**config.mk**
```make
export PLATFORM = sky130hd
export DESIGN_NAME = permutation_order_crossover_core
export DESIGN_NICKNAME = d
export VERILOG_FILES = /design/src/rtl/poc_pkg.sv /design/src/rtl/poc_front.sv /design/src/rtl/poc_queue.sv /design/src/rtl/poc_back.sv /design/src/rtl/permutation_order_crossover_core.sv
export SDC_FILE = /design/constraint.sdc
export NUM_CORES = 1
export LEC_CHECK = 0
export BUFFER_PORTS_ARGS = -buffer_cell sky130_fd_sc_hd__buf_2
export CAP_MARGIN = 20
export CORE_ASPECT_RATIO = 0.7
export CORE_MARGIN = 5
export CORE_UTILIZATION = 45
export DETAILED_ROUTE_END_ITERATION = 8
export PLACE_DENSITY = 0.71
export SYNTH_ARGS = -nofsm -noshare
export SYNTH_HDL_FRONTEND = slang
export SYNTH_SLANG_ARGS = --single-unit
```
**constraint.sdc**
```tcl
create_clock -name clk -period 9.8 [get_ports clk]
set_input_delay 0.98 -clock clk [delete_from_list [all_inputs] [get_ports clk]]
set_output_delay 0.98 -clock clk [all_outputs]
set_load 0.005 [all_outputs]
```
**src/rtl/poc_pkg.sv**
```systemverilog
// Shared types and constants for the permutation order crossover block.
// No dependencies; imported by the front end, queue, back end and top level.
`timescale 1ns / 1ps

package poc_pkg;

    localparam int CITY_W      = 6;
    localparam int COUNT_W     = 7;
    localparam int MAX_CITIES  = 64;
    localparam int QUEUE_DEPTH = 4;
    localparam int QPTR_W      = $clog2(QUEUE_DEPTH);
    localparam int QCNT_W      = $clog2(QUEUE_DEPTH + 1);

    localparam logic [COUNT_W-1:0] CITY_COUNT_RESET = COUNT_W'(64);

    // command codes carried in s_tuser
    localparam logic [1:0] CMD_START  = 2'd0;
    localparam logic [1:0] CMD_FIRST  = 2'd1;
    localparam logic [1:0] CMD_SECOND = 2'd2;

    typedef enum logic [1:0] {
        OP_START,
        OP_FIRST,
        OP_SECOND
    } op_kind_t;

    typedef struct packed {
        op_kind_t          kind;
        logic [CITY_W-1:0] city;
        logic [CITY_W-1:0] cut;
    } queue_entry_t;

    typedef struct packed {
        logic         valid;
        queue_entry_t entry;
    } queue_push_t;

endpackage

```
**src/rtl/poc_front.sv**
```systemverilog
// Front end: takes input requests, decodes the command and drops unused codes.
// Depends on poc_pkg; feeds poc_queue.
`timescale 1ns / 1ps

module poc_front
(
    input  logic                 s_tvalid,
    output logic                 s_tready,
    input  logic [15:0]          s_tdata,
    input  logic [1:0]           s_tuser,
    input  logic                 queue_full,
    output poc_pkg::queue_push_t push
);
    import poc_pkg::*;

    logic accept;

    assign s_tready = !queue_full;
    assign accept   = s_tvalid && s_tready;

    always_comb
    begin
        push.entry.city = s_tdata[CITY_W-1:0];
        push.entry.cut  = s_tdata[2*CITY_W-1:CITY_W];
        push.entry.kind = OP_START;
        push.valid      = 1'b0;
        unique case (s_tuser)
            CMD_START:
            begin
                push.entry.kind = OP_START;
                push.valid      = accept;
            end
            CMD_FIRST:
            begin
                push.entry.kind = OP_FIRST;
                push.valid      = accept;
            end
            CMD_SECOND:
            begin
                push.entry.kind = OP_SECOND;
                push.valid      = accept;
            end
            default:
            begin
                // unused code: consumed, never queued
                push.valid = 1'b0;
            end
        endcase
    end

endmodule

```
**src/rtl/poc_queue.sv**
```systemverilog
// Short FIFO between the front end and the back end.
// Depends on poc_pkg.
`timescale 1ns / 1ps

module poc_queue
(
    input  logic                  clk,
    input  logic                  rst_n,
    input  poc_pkg::queue_push_t  push,
    output logic                  full,
    input  logic                  pop,
    output logic                  empty,
    output poc_pkg::queue_entry_t head
);
    import poc_pkg::*;

    queue_entry_t      mem [QUEUE_DEPTH];
    logic [QPTR_W-1:0] wr_ptr_reg, wr_ptr_next;
    logic [QPTR_W-1:0] rd_ptr_reg, rd_ptr_next;
    logic [QCNT_W-1:0] count_reg, count_next;

    assign full  = (count_reg == QCNT_W'(QUEUE_DEPTH));
    assign empty = (count_reg == '0);
    assign head  = mem[rd_ptr_reg];

    always_comb
    begin
        wr_ptr_next = push.valid ? wr_ptr_reg + 1'b1 : wr_ptr_reg;
        rd_ptr_next = pop ? rd_ptr_reg + 1'b1 : rd_ptr_reg;
        count_next  = count_reg;
        if (push.valid && !pop)
        begin
            count_next = count_reg + 1'b1;
        end
        else if (!push.valid && pop)
        begin
            count_next = count_reg - 1'b1;
        end
    end

    always_ff @(posedge clk or negedge rst_n)
    begin
        if (!rst_n)
        begin
            wr_ptr_reg <= '0;
            rd_ptr_reg <= '0;
            count_reg  <= '0;
        end
        else
        begin
            wr_ptr_reg <= wr_ptr_next;
            rd_ptr_reg <= rd_ptr_next;
            count_reg  <= count_next;
        end
    end

    always_ff @(posedge clk)
    begin
        if (push.valid)
        begin
            mem[wr_ptr_reg] <= push.entry;
        end
    end

endmodule

```
**src/rtl/poc_back.sv**
```systemverilog
// Back end: seen bitmap, counters and the output register.
// Depends on poc_pkg; pops entries from poc_queue.
`timescale 1ns / 1ps

module poc_back
(
    input  logic                         clk,
    input  logic                         rst_n,
    input  logic [poc_pkg::COUNT_W-1:0]  city_count,
    input  logic                         queue_empty,
    input  poc_pkg::queue_entry_t        head,
    output logic                         pop,
    output logic                         m_tvalid,
    input  logic                         m_tready,
    output logic [7:0]                   m_tdata,
    output logic                         m_tlast
);
    import poc_pkg::*;

    logic [(1<<CITY_W)-1:0] seen_reg, seen_next;
    logic [COUNT_W-1:0]     prefix_reg, prefix_next;
    logic [COUNT_W-1:0]     emitted_reg, emitted_next;
    logic [CITY_W-1:0]      cut_reg, cut_next;
    logic                   out_valid_reg, out_valid_next;
    logic [CITY_W-1:0]      out_city_reg;
    logic                   out_last_reg;

    logic [COUNT_W-1:0]     limit;
    logic [COUNT_W-1:0]     emitted_inc;
    logic                   room;
    logic                   emit;
    logic                   advance;

    assign advance     = !out_valid_reg || m_tready;
    assign pop         = !queue_empty && advance;
    assign limit       = (city_count > COUNT_W'(MAX_CITIES)) ? COUNT_W'(MAX_CITIES) : city_count;
    assign room        = emitted_reg < limit;
    assign emitted_inc = emitted_reg + 1'b1;

    always_comb
    begin
        seen_next    = seen_reg;
        prefix_next  = prefix_reg;
        emitted_next = emitted_reg;
        cut_next     = cut_reg;
        emit         = 1'b0;
        if (pop)
        begin
            unique case (head.kind)
                OP_START:
                begin
                    seen_next    = '0;
                    prefix_next  = '0;
                    emitted_next = '0;
                    cut_next     = head.cut;
                end
                OP_FIRST:
                begin
                    emit = (prefix_reg < {1'b0, cut_reg}) && room;
                    if (prefix_reg != '1)
                    begin
                        prefix_next = prefix_reg + 1'b1;
                    end
                end
                OP_SECOND:
                begin
                    emit = !seen_reg[head.city] && room;
                end
                default:
                begin
                    emit = 1'b0;
                end
            endcase
            if (emit)
            begin
                seen_next[head.city] = 1'b1;
                emitted_next         = emitted_inc;
            end
        end
        out_valid_next = advance ? emit : out_valid_reg;
    end

    always_ff @(posedge clk or negedge rst_n)
    begin
        if (!rst_n)
        begin
            seen_reg      <= '0;
            prefix_reg    <= '0;
            emitted_reg   <= '0;
            cut_reg       <= '0;
            out_valid_reg <= 1'b0;
        end
        else
        begin
            seen_reg      <= seen_next;
            prefix_reg    <= prefix_next;
            emitted_reg   <= emitted_next;
            cut_reg       <= cut_next;
            out_valid_reg <= out_valid_next;
        end
    end

    always_ff @(posedge clk)
    begin
        if (emit)
        begin
            out_city_reg <= head.city;
            out_last_reg <= (emitted_inc == limit);
        end
    end

    assign m_tvalid = out_valid_reg;
    assign m_tdata  = {{(8-CITY_W){1'b0}}, out_city_reg};
    assign m_tlast  = out_last_reg;

endmodule

```
**src/rtl/permutation_order_crossover_core.sv**
```systemverilog
// Top level of the one-point order crossover block: front end, queue, back end.
// Depends on poc_pkg, poc_front, poc_queue and poc_back.
//
//   channel  | direction | payload
//   ---------+-----------+-------------------------------------------------
//   s_*      | in        | tuser = cmd; tdata = city[5:0], cut_point[11:6]
//   m_*      | out       | tdata = child_city[5:0]; tlast = is_last
//   cfg_*    | in        | cfg_data = city_count[6:0]
//
// One request per clock unless output stalls; requests are queued, results registered.
// The back end tests and sets seen-bitmap bits, one element per cycle unless stalled.
// A four-entry queue decouples input and output; s_tready drops only when it is full.
// Output stalls back up through the queue; unused command codes are dropped at entry.
// rst_n clears the bitmap, counters and queue at once; city_count returns to 64.
`timescale 1ns / 1ps

module permutation_order_crossover_core
(
    input  logic        clk,
    input  logic        rst_n,
    input  logic        s_tvalid,
    output logic        s_tready,
    input  logic [15:0] s_tdata,   // [5:0] city, [11:6] cut_point, [15:12] zero
    input  logic [1:0]  s_tuser,   // [1:0] cmd
    output logic        m_tvalid,
    input  logic        m_tready,
    output logic [7:0]  m_tdata,   // [5:0] child_city, [7:6] zero
    output logic        m_tlast,
    input  logic        cfg_valid,
    output logic        cfg_ready,
    input  logic [6:0]  cfg_data   // [6:0] city_count
);
    import poc_pkg::*;

    logic [COUNT_W-1:0] city_count_reg, city_count_next;
    queue_push_t        push;
    queue_entry_t       head;
    logic               queue_full;
    logic               queue_empty;
    logic               pop;

    assign cfg_ready       = 1'b1;
    assign city_count_next = (cfg_valid && cfg_ready) ? cfg_data : city_count_reg;

    always_ff @(posedge clk or negedge rst_n)
    begin
        if (!rst_n)
        begin
            city_count_reg <= CITY_COUNT_RESET;
        end
        else
        begin
            city_count_reg <= city_count_next;
        end
    end

    poc_front u_front
    (
        .s_tvalid   (s_tvalid),
        .s_tready   (s_tready),
        .s_tdata    (s_tdata),
        .s_tuser    (s_tuser),
        .queue_full (queue_full),
        .push       (push)
    );

    poc_queue u_queue
    (
        .clk   (clk),
        .rst_n (rst_n),
        .push  (push),
        .full  (queue_full),
        .pop   (pop),
        .empty (queue_empty),
        .head  (head)
    );

    poc_back u_back
    (
        .clk         (clk),
        .rst_n       (rst_n),
        .city_count  (city_count_reg),
        .queue_empty (queue_empty),
        .head        (head),
        .pop         (pop),
        .m_tvalid    (m_tvalid),
        .m_tready    (m_tready),
        .m_tdata     (m_tdata),
        .m_tlast     (m_tlast)
    );

endmodule

```
# Yosys cells after proc, flatten, opt, wreduce, memory -nomap -nowiden
# Memory sizes are Yosys's and may differ from the RTL's.
# Index checks and enable logic that the tools add are counted.
# word_totals
mem_count,1
out_inout_bits,12
input_bits,30
register_bits,106
ram_bits,56
# mem_list
name,words,word_bits,rd,rd_clocked_by_memory_dff,write_ports,line_no,text
u_queue.mem,4,14,1,0,1,poc_queue.sv:17,queue_entry_t mem [QUEUE_DEPTH];
# op_classes
n_reduce_logical,24
n_bitwise,1
n_mux,21
addsub,6
eq_ne,8
magnitude_cmp,5
# ops
cell,n
2-to-1 mux 64 bit,3
bitwise OR 64 bit,1
2-to-1 mux 7 bit,4
"adder 7 x 1 -> 7 bit, second input constant",2
case mux 7 bit (2 select lines),1
equality test 7 bit,1
"greater-than comparator 7 bit, second input constant",1
logical AND 1 bit,7
"less-than comparator 6 x 7 -> 1 bit, second input constant",1
less-than comparator 7 x 6 -> 1 bit,1
less-than comparator 7 bit,1
2-to-1 mux 1 bit,7
"!= test 7 bit, second input constant",1
binary-select mux 1 bit (select 6 bit),1
demux 1 bit (select 6 bit),1
">= comparator 6 x 1 -> 1 bit, second input constant",1
logical NOT 1 bit,6
2-to-1 mux 3 bit,2
nonzero test 2 bit,3
"adder 2 x 1 -> 2 bit, second input constant",2
"equality test 2 x 1 -> 1 bit, second input constant",2
"equality test 2 bit, second input constant",2
logical NOT 2 bit,2
case mux 2 bit (2 select lines),1
other kinds (10),11

# Logic depth before layout (Yosys ltp)
# Gate-level depths: netlist of the first run.
# An unclocked memory read counts as a cell.
# depth
word_depth,9
mapped_depth,15
mapped_depth_nobuf,13

# Cells and area by module
# From an unflattened synthesis of the first run, not the netlist that was laid out.
# unflattened
cells_unflattened,644
hier_area_um2,7851.3
# modules_own_cells
module,n_inst,area_each_um2,seq_area_each_um2,cells_per_inst
poc_back,1,4979.8,2337.2,503
poc_queue,1,2446.1,1856.8,107
permutation_order_crossover_core,1,304.0,176.4,17
poc_front,1,121.4,0.0,17

# Worst setup path after synthesis of the first run
# OpenSTA, ideal clock, no wires.
# synth_path
path_kind,reg-to-reg
from,register u_queue.rd_ptr_reg[0]
to,"register u_back.out_last_reg, in the netlist u_back.m_tlast (enable)"
slack_ns,6.586
path_stages_with_launch,12
synth_period_minus_slack_ns,3.214
required_time_ns,9.479
t_arrival_ns,2.893
path_cell_list,dfrtp_1 buf_2 buf_1 mux4_2 inv_1 ha_1 nand4b_1 a21oi_1 o21ai_0 nor4_1 a41o_2 buf_2
# synth_between
elab_chain_cells,8
elab_cells_between_ends,10
classes_between,eq/ne (2); mux (5); reduce/logical (2); memory (1)
# synth_rtl
element,line_no,text
start: declaration,poc_queue.sv:19,"logic [QPTR_W-1:0] rd_ptr_reg, rd_ptr_next;"
start signal: assignment,poc_queue.sv:52,rd_ptr_reg <= rd_ptr_next;
memory (4 x 14 bit) *,n/a,
binary-select mux 1 bit (select 6 bit),poc_back.sv:67,emit = !seen_reg[head.city] && room;
2-to-1 mux 1 bit (not written as such),poc_back.sv:67,
logical NOT 1 bit,poc_back.sv:67,
logical AND 1 bit,poc_back.sv:67,
case mux 1 bit (2 select lines) *,poc_back.sv:49,unique case (head.kind)
2-to-1 mux 1 bit * (2 in a row),poc_back.sv:47,if (pop)
net u_back.emit,poc_back.sv:31,logic emit;
end signal: assignment,poc_back.sv:108,out_last_reg <= (emitted_inc == limit);
end: declaration,poc_back.sv:26,logic out_last_reg;
# Mark *: on every way through the listed nets, which the timed path passes. The rest lies on a longest branch. The select of a mux whose other input is x is not followed.
# A chain may end at the register's enable or synchronous reset.

# Final worst setup path of the first run
# layout_path
from,register u_queue.rd_ptr_reg[0]
to,register u_back.emitted_reg[4]
# layout_between
elab_chain_cells,9
elab_cells_between_ends,13
classes_between,eq/ne (2); mux (5); reduce/logical (5); memory (1)
# layout_rtl
element,line_no,text
memory (4 x 14 bit) *,n/a,
binary-select mux 1 bit (select 6 bit),poc_back.sv:67,
2-to-1 mux 1 bit (not written as such),poc_back.sv:67,
logical NOT 1 bit,poc_back.sv:67,
logical AND 1 bit,poc_back.sv:67,
case mux 1 bit (2 select lines),poc_back.sv:49,
2-to-1 mux 1 bit,poc_back.sv:47,
nonzero test 2 bit (no source line),n/a,
AND reduction 2 bit (no source line),n/a,
end signal: assignment,poc_back.sv:97,emitted_reg <= emitted_next;
end: declaration,poc_back.sv:22,"logic [COUNT_W-1:0] emitted_reg, emitted_next;"
# Mark *: on every way between the ends. The rest lies on a longest branch, timed or not. The select of a mux whose other input is x is not followed.

==> out/summary.log, run 1 <==
[grt] global-route wire length before repair 28400 µm
[grt] final global-route overflow total 0
[clock_network] maximum buffer depth of the clock tree 2
[worst_hold_path] worst hold path type flip-flop to flip-flop
[power] internal power of the cells 0.001785 W
[setup_path] FF-to-FF setup slack 5320 ps
[setup_path] reg2reg start u_queue.rd_ptr_reg[0]
[floorplanning] floorplan core area 16490 µm²
[placed_design] routability congestion estimate 0.8712
[clock_network] CTS Buf Count 17
[cells_and_area] share of post-route cells with drive strength above 1 0.1751
[floorplanning] Starting Density 0.4630
[timing] shortest clock period the worst path allows after layout 4480 ps
[clock_network] clock tree from TritonCTS yes
[setup_path] worst path arrival time 4780 ps
[cells_and_area] leading cell types in the layout, fill and taps excluded 115 x sky130_fd_sc_hd__nand2_1, 98 x sky130_fd_sc_hd__dfrtp_1, 66 x sky130_fd_sc_hd__o21ai_1
[clock_network] CTS Root Buffer Type sky130_fd_sc_hd__clkbuf_16
[clock_network] post-cts repair resize count 0
[outcome] run status completed
[power] worst voltage drop across the vdd grid 0.1747 mV
[power] Power per Cell Area 339.6 nW/µm²
[synthesis] netlist area before placement 7636 µm²
[setup_path] cell with the most instances on the worst path sky130_fd_sc_hd__o21ai_1
[power] sequential cell fraction of total power 0.360
[clock_network] total clock sinks 162
[timing] RSZ-0062 raised after global routing no
[setup_path] slowest cell on the critical path sky130_fd_sc_hd__mux4_2
[timing] slew at the pin closest to its max-slew limit 803.0 ps
[flow_run] reported max-cap violation count 0
[timing] maximum operating frequency 223.2 MHz
[timing] Final Hold Fails 0
[setup_path] CP Launch Type flip-flop
[power] logic gate share of total power 0.391
[synthesis] top post-synthesis cells by area sky130_fd_sc_hd__dfrtp_1 32%, sky130_fd_sc_hd__edfxtp_1 25%, sky130_fd_sc_hd__nand2_1 5.7%, sky130_fd_sc_hd__mux4_2 4.7%, sky130_fd_sc_hd__o21ai_1 4.3%
[detailed_routing] vias post-DR 5286
[timing] Max Clock Skew 8.957 ps
[cells_and_area] flip-flop count of the largest register, all copies and words added 64
[power] overall power consumption 0.002939 W
[synthesis] sequential area share after synthesis 0.5723
[cells_and_area] most common library cell in the layout ignoring fill and taps sky130_fd_sc_hd__nand2_1
[setup_path] kind of end point of the critical path flip-flop
[synthesis] number of different library cells in the post-synthesis netlist 62
[clock_network] total of hold buffers inserted after clock tree synthesis 0
[synthesis] flip-flop cell with the highest count after synthesis sky130_fd_sc_hd__dfrtp_1
[setup_path] Slowest Stage Delay on Critical Path 750 ps
[clock_network] clock slew at the register clock pins of the worst setup and hold paths 60 ps
[detailed_routing] post-route DRC violation count 0
[setup_path] cells on worst reg2reg path 11
[power] switching part of the total 0.3925
[timing] total negative slack for setup checks 0 ps
[placed_design] # port buffers 34
[timing] Relative slew margins 0.4646
[detailed_routing] iteration count of the initial detailed-routing pass 5
[power] leakage dissipation 3.513 nW
[cells_and_area] total number of nets in the final design 749
[worst_hold_path] hold-critical path endpoint u_back.seen_reg[47]
[grt] maximum number of pins on one net before global-route repair 74
[timing] count of pins over their slew limit 0
[synthesis] Post-synth EDFFs 63
[setup_path] Crit Path Max Fanout 30
[floorplanning] die span in x 165.7 µm
[grt] Total Routing Usage GR 0.1794
[cells_and_area] Diodes inserted 0
[setup_path] endpoint of the lowest-slack register-to-register path u_back.emitted_reg[4]
[detailed_routing] total wirelength of the detailed-routed design 17130 µm
[worst_hold_path] Hold Crit Start u_back.seen_reg[47]
[clock_network] count of H-tree levels built during CTS 4
[detailed_routing] First DRT Iteration DRCs 558
[detailed_routing] via density per instance 5.666
[synthesis] ys async rst share 0.6111
[synthesis] cell type with the largest total area after synthesis sky130_fd_sc_hd__dfrtp_1
[synthesis] Ys Warns 0
[setup_path] list of cells traversed by the critical path buf_4 -> mux4_2 -> and2_1 -> a221oi_1 -> o21ai_1 -> nand2_1 -> o21ai_1 -> nor4_1 -> a41o_2 -> a21oi_1 -> a221o_1
[timing] final setup fails 0
[power] reported net switching power 0.001153 W
[synthesis] share of the synthesized area in the top cell type 0.3212
[synthesis] Yosys reg bits 162
[setup_path] type of the worst setup path flip-flop to flip-flop
[floorplanning] Die ar. 19720 µm²
[placed_design] HPWL after detailed placement 11370 µm
[cells_and_area] Area growth syn-to-layout 13.32%
[clock_network] number of buffers inserted to repair setup after CTS 0
[synthesis] synthesized area per cell 11.52 µm²
[floorplanning] Die Height 119.0 µm
[floorplanning] Core Rows 39
[floorplanning] count of boundary I/O pins 42
[timing] share of the clock period used by the worst path after layout 0.4571
[detailed_routing] Antenna Violating Nets Remaining 0
[grt] initial antenna violation count 0
[worst_hold_path] Worst Hold Depth 2
[power] clock power share 0.249
[grt] vias in the first global route 5390
[setup_path] data required time of the critical path 10100 ps
[synthesis] cell count after synthesis 663
[detailed_routing] DR WL/cell 18.36 µm
[clock_network] source-to-sink clock delay at the later pin of the worst-skew pair 430 ps
cell families (layout without fill, tap and decap cells):
logic type               Yosys count  in the layout  share of synthesized area
buffers and inverters             46             90                    0.02753
multiplexers                      45             45                    0.09094
other                              2              3                  0.0009835
AND/OR/NAND/NOR                  214            214                     0.1326
adder cells (fa/ha/maj)           23             23                    0.03867
flip-flops                       162            162                     0.5723
XOR/XNOR                          18             18                    0.02065
AO/OA/AOI/OAI                    153            153                     0.1163
cell type report:
cell class,instances,area (µm²)
Clock buffer,17,425.4
Clock inverter,14,226.5
Fill cell,1421,7840
Inverter,20,77.57
Multi-Input combinational cell,456,3062
Sequential cell,162,4370
Tap cell,225,281.5
Timing Repair Buffer,39,210.2
metal layers:
| metal | global-route usage | part of all wire |
|---|---|---|
| met2 | 0.2732 | 0.46 |
| met3 | 0.05199 | 0.077 |
| met1 | 0.2565 | 0.45 |
| met4 | 0.04379 | 0.014 |
| met5 | 0 | 0 |
Yosys cell counts (all sizes together), types with 5 or more instances:
cell / number
a21oi: 34
and2: 7
and3: 5
buf: 12
clkbuf: 14
dfrtp: 98
edfxtp: 63
ha: 22
inv: 20
mux2: 19
mux2i: 10
mux4: 16
nand2: 122
nand2b: 5
nand3: 9
nor2: 25
nor2b: 20
nor3: 9
o21ai: 80
o22ai: 10
xnor2: 12
xor2: 6
stage by stage:
stage | hold WS (ps) | std cells | util | instance area [µm²] | setup WS, ps
3_3_place_gp | 465.6 | 902 | 0.4851 | 8001 | 5462
3_5_place_dp | 472.7 | 902 | 0.4851 | 8001 | 5435
4_1_cts | 487.2 | 933 | 0.5247 | 8653 | 5319
6_report | 484.4 | 933 | 0.5247 | 8653 | 5320
5_1_grt | 505.7 | 933 | 0.5247 | 8653 | 4998
2_1_floorplan | 447.9 | 664 | - | 7640 | 6586
worst max path at each step:
stage / slack [ps] / depth (start not counted) / endpoint / from
after CTS: 5320 / 11 / u_back.emitted_reg[4] / u_queue.rd_ptr_reg[0]
after global placement: 5460 / 11 / u_back.emitted_reg[4] / u_queue.rd_ptr_reg[0]
after floorplan: 6590 / 11 / u_back.m_tlast / u_queue.rd_ptr_reg[0]
after global routing: 5000 / 11 / u_back.emitted_reg[4] / u_queue.rd_ptr_reg[0]
final: 5320 / 11 / u_back.emitted_reg[4] / u_queue.rd_ptr_reg[0]
after detailed placement: 5440 / 11 / u_back.emitted_reg[4] / u_queue.rd_ptr_reg[0]
critical path, delay by kind of cell (launching register included):
kind	cells	cell delay, ps
mux	1	750
flops	1	660
simple gates	3	780
buf+inv	1	330
compound gates	6	1830
power by group through the flow:
stage / combinational (W) / clock (W) / sequential, W
finish: 0.00115 / 0.000732 / 0.00106
global route: 0.00126 / 0.000772 / 0.00108
global placement: 0.00109 / 0 / 0.00105
floorplan: 0.000862 / 0 / 0.00103
CTS: 0.00114 / 0.000741 / 0.00106
detailed placement: 0.00113 / 0 / 0.00107
No activity file was read; power rests on OpenSTA's default activity.
==> run 2: changes to the inputs <==
--- a/config.mk
+++ b/config.mk
@@ -5,13 +5,14 @@
 export SDC_FILE = /design/constraint.sdc
 export NUM_CORES = 1
 export LEC_CHECK = 0
+export ABC_AREA = 1
 export BUFFER_PORTS_ARGS = -buffer_cell sky130_fd_sc_hd__buf_2
 export CAP_MARGIN = 20
 export CORE_ASPECT_RATIO = 0.7
 export CORE_MARGIN = 5
 export CORE_UTILIZATION = 45
 export DETAILED_ROUTE_END_ITERATION = 8
-export PLACE_DENSITY = 0.71
+export PLACE_DENSITY = 0.73
 export SYNTH_ARGS = -nofsm -noshare
 export SYNTH_HDL_FRONTEND = slang
 export SYNTH_SLANG_ARGS = --single-unit
==> constraint.sdc (replaced) <==
create_clock -name clk -period 3.7 [get_ports clk]
set_input_delay 0.37 -clock clk [delete_from_list [all_inputs] [get_ports clk]]
set_output_delay 0.37 -clock clk [all_outputs]
set_load 0.005 [all_outputs]
==> run 2 against run 1 <==
Against the previous run: clock skew up 0.73 ps; non-clock buffer count up 16; cell area up 7.6%; total power rose to 3.1 times the previous value; clock power up 150%; cell count up 28%; via count up 15%; global-route usage up 0.28 points; sequential share of layout area down 3.6 points; setup slack worse by 4900 ps; sequential cell count unchanged; routed wire length up 5.3%; largest power group unchanged.
==> out/summary.log, run 2 <==
[outcome] run status completed
[power] Power per Cell Area 965.8 nW/µm²
[detailed_routing] total wirelength of the detailed-routed design 18030 µm
[placed_design] Post-Place Worst Slack 561.5 ps
[worst_hold_path] worst hold path type primary input to async pin
[synthesis] sequential area share after synthesis 0.5260
[timing] RSZ-0062 raised after global routing no
[floorplanning] die span in x 172.4 µm
[cells_and_area] total number of nets in the final design 1000
[placed_design] # port buffers 34
[synthesis] Post-synth EDFFs 63
[synthesis] netlist area before placement 8309 µm²
[placed_design] total instance count after detailed placement 1164
[timing] slew at the pin closest to its max-slew limit 884.8 ps
[synthesis] most frequent cell after synthesis sky130_fd_sc_hd__nand2_1
[synthesis] commonest cells in the synthesized netlist 280 x sky130_fd_sc_hd__nand2_1, 98 x sky130_fd_sc_hd__dfrtp_1, 98 x sky130_fd_sc_hd__inv_1
[power] worst voltage drop across the vdd grid 1.022 mV
[timing] Final Hold Fails 0
[timing] total negative slack for setup checks 0 ps
[synthesis] cell type with the largest total area after synthesis sky130_fd_sc_hd__dfrtp_1
[cells_and_area] fin util 0.5157
[cells_and_area] Cell Count, Final, Fillers Out 1196
[timing] share of the clock period used by the worst path after layout 0.8765
[synthesis] top post-synthesis cells by area sky130_fd_sc_hd__dfrtp_1 30%, sky130_fd_sc_hd__edfxtp_1 23%, sky130_fd_sc_hd__nand2_1 13%, sky130_fd_sc_hd__o21ai_2 6.4%, sky130_fd_sc_hd__inv_1 4.4%
[detailed_routing] vias post-DR 6077
[setup_path] CP Launch Type flip-flop
[clock_network] CTS Buf Count 17
[detailed_routing] sum of routed wire segments on met1 8807 µm
[clock_network] clock slew at the register clock pins of the worst setup and hold paths 60 ps
[timing] Max Clock Skew 9.689 ps
[cells_and_area] most common library cell in the layout ignoring fill and taps sky130_fd_sc_hd__nand2_1
[clock_network] total clock sinks 162
[synthesis] synthesized area per cell 9.141 µm²
[detailed_routing] iteration count of the initial detailed-routing pass 5
[power] leakage dissipation 4.144 nW
[setup_path] Crit Path Max Fanout 72
[timing] fin worst setup slack 457.1 ps
[timing] count of pins over their slew limit 0
[floorplanning] floorplan core area 18060 µm²
[flow_run] reported max-cap violation count 0
[grt] Total Routing Usage GR 0.1822
[floorplanning] Core Rows 41
[setup_path] data required time of the critical path 3980 ps
[detailed_routing] top sig layer met4
[floorplanning] count of boundary I/O pins 42
[timing] maximum operating frequency 308.4 MHz
[synthesis] number of different library cells in the post-synthesis netlist 47
[clock_network] maximum buffer depth of the clock tree 2
[detailed_routing] Met3 Wirelength 1260 µm
[cells_and_area] leading cell types in the layout, fill and taps excluded 279 x sky130_fd_sc_hd__nand2_1, 98 x sky130_fd_sc_hd__inv_1, 98 x sky130_fd_sc_hd__dfrtp_1
[synthesis] ys async rst share 0.6111
[clock_network] post-cts repair resize count 0
[cells_and_area] Area growth syn-to-layout 12.08%
[detailed_routing] DR WL/cell 15.07 µm
[synthesis] Yosys reg bits 162
[cells_and_area] Diodes inserted 0
[setup_path] worst path arrival time 3530 ps
[grt] maximum number of pins on one net before global-route repair 74
[cells_and_area] layout filler cell count 1609
[placed_design] HPWL after detailed placement 11780 µm
[timing] final setup fails 0
[detailed_routing] Antenna Violating Nets Remaining 0
[detailed_routing] via density per instance 5.081
[floorplanning] Die Height 123.7 µm
[detailed_routing] detailed-routed wire length on met2 7788 µm
[setup_path] type of the worst setup path flip-flop to flip-flop
[power] overall power consumption 0.008994 W
[clock_network] count of H-tree levels built during CTS 4
[timing] Relative slew margins 0.4102
[detailed_routing] First DRT Iteration DRCs 668
[clock_network] CTS Root Buffer Type sky130_fd_sc_hd__clkbuf_16
[floorplanning] Starting Density 0.4602
[timing] shortest clock period the worst path allows after layout 3243 ps
[clock_network] number of buffers inserted to repair setup after CTS 0
[synthesis] Ys Warns 0
[synthesis] cell count after synthesis 909
[placed_design] routability congestion estimate 0.8361
[grt] vias in the first global route 5941
[grt] global-route wire length before repair 30560 µm
[floorplanning] Die ar. 21330 µm²
[clock_network] clock tree from TritonCTS yes
[clock_network] total of hold buffers inserted after clock tree synthesis 0
[grt] initial antenna violation count 0
[detailed_routing] post-route DRC violation count 0
[cells_and_area] share of post-route cells with drive strength above 1 0.1875
[cells_and_area] flip-flop count of the largest register, all copies and words added 64
[setup_path] kind of end point of the critical path flip-flop
[synthesis] flip-flop cell with the highest count after synthesis sky130_fd_sc_hd__dfrtp_1
[clock_network] source-to-sink clock delay at the later pin of the worst-skew pair 420 ps
[synthesis] share of the synthesized area in the top cell type 0.2951
[grt] final global-route overflow total 0
run 2: critical path, cell delays in order (launching register included):
cell and delay (ps):
sky130_fd_sc_hd__dfrtp_1 520, sky130_fd_sc_hd__inv_4 150, sky130_fd_sc_hd__buf_4 280, sky130_fd_sc_hd__nand2_1 100, sky130_fd_sc_hd__nand3_1 110, sky130_fd_sc_hd__nand2_1 140
sky130_fd_sc_hd__nor2_2 410, sky130_fd_sc_hd__nand3_1 230, sky130_fd_sc_hd__nand2_1 120, sky130_fd_sc_hd__o21ai_1 70, sky130_fd_sc_hd__nand2_1 70, sky130_fd_sc_hd__nor2_1 50
sky130_fd_sc_hd__nand2_2 90, sky130_fd_sc_hd__nand2_4 110, sky130_fd_sc_hd__nand2_8 80, sky130_fd_sc_hd__buf_12 370, sky130_fd_sc_hd__o21ai_0 140
run 2: layer usage:
layer	vias up	GRT usage
met2	201	0.2799
met1	2849	0.2670
met5	-	0
met3	15	0.03934
li1	3012	-
met4	0	0.04026
run 2: area by class of cell:
cell class | count | area [µm²] | area share
Sequential cell | 162 | 4370 | 0.4693
Clock inverter | 11 | 152.6 | 0.01639
Tap cell | 236 | 295.3 | 0.03171
Clock buffer | 21 | 450.4 | 0.04837
Inverter | 104 | 395.4 | 0.04246
Multi-Input combinational cell | 607 | 3306 | 0.3550
Timing Repair Buffer | 55 | 342.8 | 0.03681
run 2: metrics by stage:
step	area, µm²	hold slack [ps]
2_1_floorplan	8313	74.41
3_3_place_gp	8710	455.4
3_5_place_dp	8710	459.5
4_1_cts	9313	89.56
5_1_grt	9313	118.6
6_report	9313	80.12
run 2: final timing paths:
| path | from | end | slack, ps | cells after the start |
|---|---|---|---|---|
| max | u_queue.rd_ptr_reg[0] | u_back.seen_reg[49] | 460 | 16 |
| min | rst_n | u_queue.rd_ptr_reg[0] | 80 | 1 |
| max reg2reg | u_queue.rd_ptr_reg[0] | u_back.seen_reg[49] | 460 | 16 |
| min reg2reg | u_back.seen_reg[19] | u_back.seen_reg[19] | 470 | 2 |
| max in group asynchronous | rst_n | u_back.cut_reg[0] | 2830 | 2 |
| min in group clk | m_tready | u_back.m_tvalid | 130 | 2 |
run 2: power breakdown:
group | internal, W | total [W] | switching [W]
logic | 0.00130 | 0.00442 | 0.00312
registers | 0.00248 | 0.00277 | 0.000290
clock network | 0.00109 | 0.00181 | 0.000719
run 2: kinds of logic after synthesis:
kind of cell	share of synthesized area
adders and majority gates	0.03554
AOI/OAI and AO/OA	0.1135
other	0.0009038
DFF	0.5260
muxes	0.005420
and+or+nand+nor	0.2269
buffers and inverters	0.07694
xor gates and xnor gates	0.01476
==> run 3: changes to the inputs <==
==> constraint.sdc (replaced) <==
create_clock -name clk -period 2.7 [get_ports clk]
set_input_delay 0.27 -clock clk [delete_from_list [all_inputs] [get_ports clk]]
set_output_delay 0.27 -clock clk [all_outputs]
set_load 0.005 [all_outputs]
==> run 3 against run 2 <==
Against the previous run: setup slack got worse by 390 ps; combinational power rose by 60%; cell count up 3.1%; clock power is 41% higher; critical endpoint is now u_back.m_tlast; die area is the same; sequential share of layout area is 2.5 points lower; sequential cell count unchanged; non-clock buffer count increased by 37.
==> out/summary.log, run 3 (synthesis results as in run 2) <==
[power] Power per Cell Area 1364 nW/µm²
[setup_path] Slowest Stage Delay on Critical Path 390 ps
[clock_network] count of H-tree levels built during CTS 4
[clock_network] clock tree from TritonCTS yes
[setup_path] cell with the most instances on the worst path sky130_fd_sc_hd__a21oi_2
[detailed_routing] total wirelength of the detailed-routed design 19290 µm
[power] worst voltage drop across the vdd grid 1.217 mV
[floorplanning] Core Rows 41
[flow_run] reported max-cap violation count 0
[setup_path] worst path bufs/invs 1
[floorplanning] Starting Density 0.4602
[detailed_routing] detailed-routed wire length on met2 8560 µm
[power] sequential cell fraction of total power 0.284
[placed_design] # port buffers 34
[power] internal power of the cells 0.007289 W
[grt] vias in the first global route 6277
[detailed_routing] vias post-DR 6303
[setup_path] worst path arrival time 2760 ps
[cells_and_area] Area growth syn-to-layout 18.34%
[detailed_routing] First DRT Iteration DRCs 446
[cells_and_area] leading cell types in the layout, fill and taps excluded 273 x sky130_fd_sc_hd__nand2_1, 97 x sky130_fd_sc_hd__inv_1, 97 x sky130_fd_sc_hd__dfrtp_1
[setup_path] slowest cell on the critical path sky130_fd_sc_hd__dfrtp_1
[cells_and_area] fin util 0.5446
[timing] maximum operating frequency 380.2 MHz
[detailed_routing] DR WL/cell 15.64 µm
[floorplanning] die span in x 172.4 µm
[power] logic gate share of total power 0.526
[timing] shortest clock period the worst path allows after layout 2630 ps
[detailed_routing] iteration count of the initial detailed-routing pass 5
[setup_path] Crit Path Max Fanout 7
[timing] final setup fails 0
[floorplanning] count of boundary I/O pins 42
[cells_and_area] share of post-route cells with drive strength above 1 0.2437
[floorplanning] Die ar. 21330 µm²
[timing] share of the clock period used by the worst path after layout 0.9742
[worst_hold_path] worst hold path type primary input to flip-flop
[setup_path] list of cells traversed by the critical path nor4_2 -> nand3_1 -> nand2_2 -> nand2_4 -> ha_4 -> a21oi_2 -> o21ai_2 -> a21oi_2 -> o21bai_1 -> a21oi_2 -> o21ai_2 -> nor2_4 -> nand2_8 -> clkinvlp_4
[clock_network] source-to-sink clock delay at the later pin of the worst-skew pair 440 ps
[grt] maximum number of pins on one net before global-route repair 53
[clock_network] maximum buffer depth of the clock tree 2
[setup_path] kind of end point of the critical path flip-flop
[clock_network] clock slew at the register clock pins of the worst setup and hold paths 70 ps
[setup_path] family with the most delay on the worst path simple AND/OR/NAND/NOR gates
[detailed_routing] Antenna Violating Nets Remaining 0
[setup_path] CP Launch Type flip-flop
[grt] final global-route overflow total 0
[detailed_routing] sum of routed wire segments on met1 9282 µm
[timing] count of pins over their slew limit 0
[outcome] run status completed
[timing] RSZ-0062 raised after global routing yes
[power] switching part of the total 0.4566
[grt] initial antenna violation count 0
[detailed_routing] Met3 Wirelength 1201 µm
[setup_path] type of the worst setup path flip-flop to flip-flop
[placed_design] routability congestion estimate 0.8400
[detailed_routing] post-route DRC violation count 0
[power] reported net switching power 0.006124 W
[cells_and_area] flip-flop count of the largest register, all copies and words added 64
[placed_design] HPWL after detailed placement 12910 µm
[timing] total negative slack for setup checks 0 ps
[power] clock power share 0.190
[cells_and_area] most common library cell in the layout ignoring fill and taps sky130_fd_sc_hd__nand2_1
[floorplanning] floorplan core area 18060 µm²
[detailed_routing] via density per instance 5.112
[clock_network] CTS Buf Count 17
[power] leakage dissipation 4.379 nW
[grt] Total Routing Usage GR 0.1919
[cells_and_area] Diodes inserted 0
[timing] Relative slew margins 0.5002
[floorplanning] Die Height 123.7 µm
[cells_and_area] total number of nets in the final design 1037
[timing] Max Clock Skew 14.09 ps
[clock_network] CTS Root Buffer Type sky130_fd_sc_hd__clkbuf_16
[timing] Final Hold Fails 0
[clock_network] total clock sinks 162
[timing] slew at the pin closest to its max-slew limit 749.7 ps
[setup_path] data required time of the critical path 2830 ps
[grt] global-route wire length before repair 31770 µm
[detailed_routing] top sig layer met4
[run 3: worst register-to-register path, cell delays in order, from the launching register on]
cell                         delay [ps]
sky130_fd_sc_hd__dfrtp_1            390
sky130_fd_sc_hd__nor4_2             260
sky130_fd_sc_hd__nand3_1            140
sky130_fd_sc_hd__nand2_2            140
sky130_fd_sc_hd__nand2_4             70
sky130_fd_sc_hd__ha_4               220
sky130_fd_sc_hd__a21oi_2            140
sky130_fd_sc_hd__o21ai_2             80
sky130_fd_sc_hd__a21oi_2            120
sky130_fd_sc_hd__o21bai_1            90
sky130_fd_sc_hd__a21oi_2            130
sky130_fd_sc_hd__o21ai_2             80
sky130_fd_sc_hd__nor2_4             180
sky130_fd_sc_hd__nand2_8             90
sky130_fd_sc_hd__clkinvlp_4         180
[run 3: final timing paths]
check | cells past startpoint | slack, ps | from | end
max | 14 | 70 | city_count_reg[2] | u_back.m_tlast
min | 2 | 20 | m_tready | u_back.m_tvalid
max reg2reg | 14 | 70 | city_count_reg[2] | u_back.m_tlast
min reg2reg | 2 | 480 | u_back.seen_reg[55] | u_back.seen_reg[55]
max in group asynchronous | 3 | 1490 | rst_n | city_count_reg[6]
min in group asynchronous | 2 | 430 | rst_n | city_count_reg[1]
[run 3: layout make-up]
| class | instances | area [µm²] |
|---|---|---|
| sequential | 162 | 4372 |
| tap | 236 | 295.3 |
| fill | 1568 | 8224 |
| timing repair buffer | 92 | 710.7 |
| clock inverter | 13 | 186.4 |
| clock buffer | 19 | 442.9 |
| multi-input combinational | 607 | 3425 |
| inverter | 104 | 401.6 |
[run 3: layer usage]
metal	vias to the layer above	GRT usage
li1	3096	-
met1	3027	0.2735
met2	159	0.2903
met3	21	0.04600
met4	0	0.06284
met5	-	0
[run 3: stage by stage]
stage               setup WS (ps)  hold WS (ps)  std cells  total power, W  area (µm²)
floorplan                   19.66        -25.59        910        0.008506        8348
global placement           -30.31         384.1       1199         0.01048        9089
detailed placement         -55.68         381.1       1199         0.01066        9089
CTS                         25.10         7.949       1233         0.01330        9739
global route               -119.9         2.957       1233         0.01435        9833
finish                      69.73         20.10       1233         0.01341        9833
[run 3: power by group through the flow]
stage / logic (W) / clock network (W) / registers (W)
6_report: 0.00706 / 0.00255 / 0.00380
5_1_grt: 0.00776 / 0.00270 / 0.00389
4_1_cts: 0.00694 / 0.00257 / 0.00379
3_5_place_dp: 0.00683 / 0 / 0.00383
3_3_place_gp: 0.00668 / 0 / 0.00380
2_1_floorplan: 0.00478 / 0 / 0.00373
[run 3: timing repair]
item,in CTS,in global routing
setup buffers,1,1
resized for setup,2,24
hold buffers,1,0
hold endpoints to repair,50,0
setup endpoints to repair,56,84
pin swaps,5,6
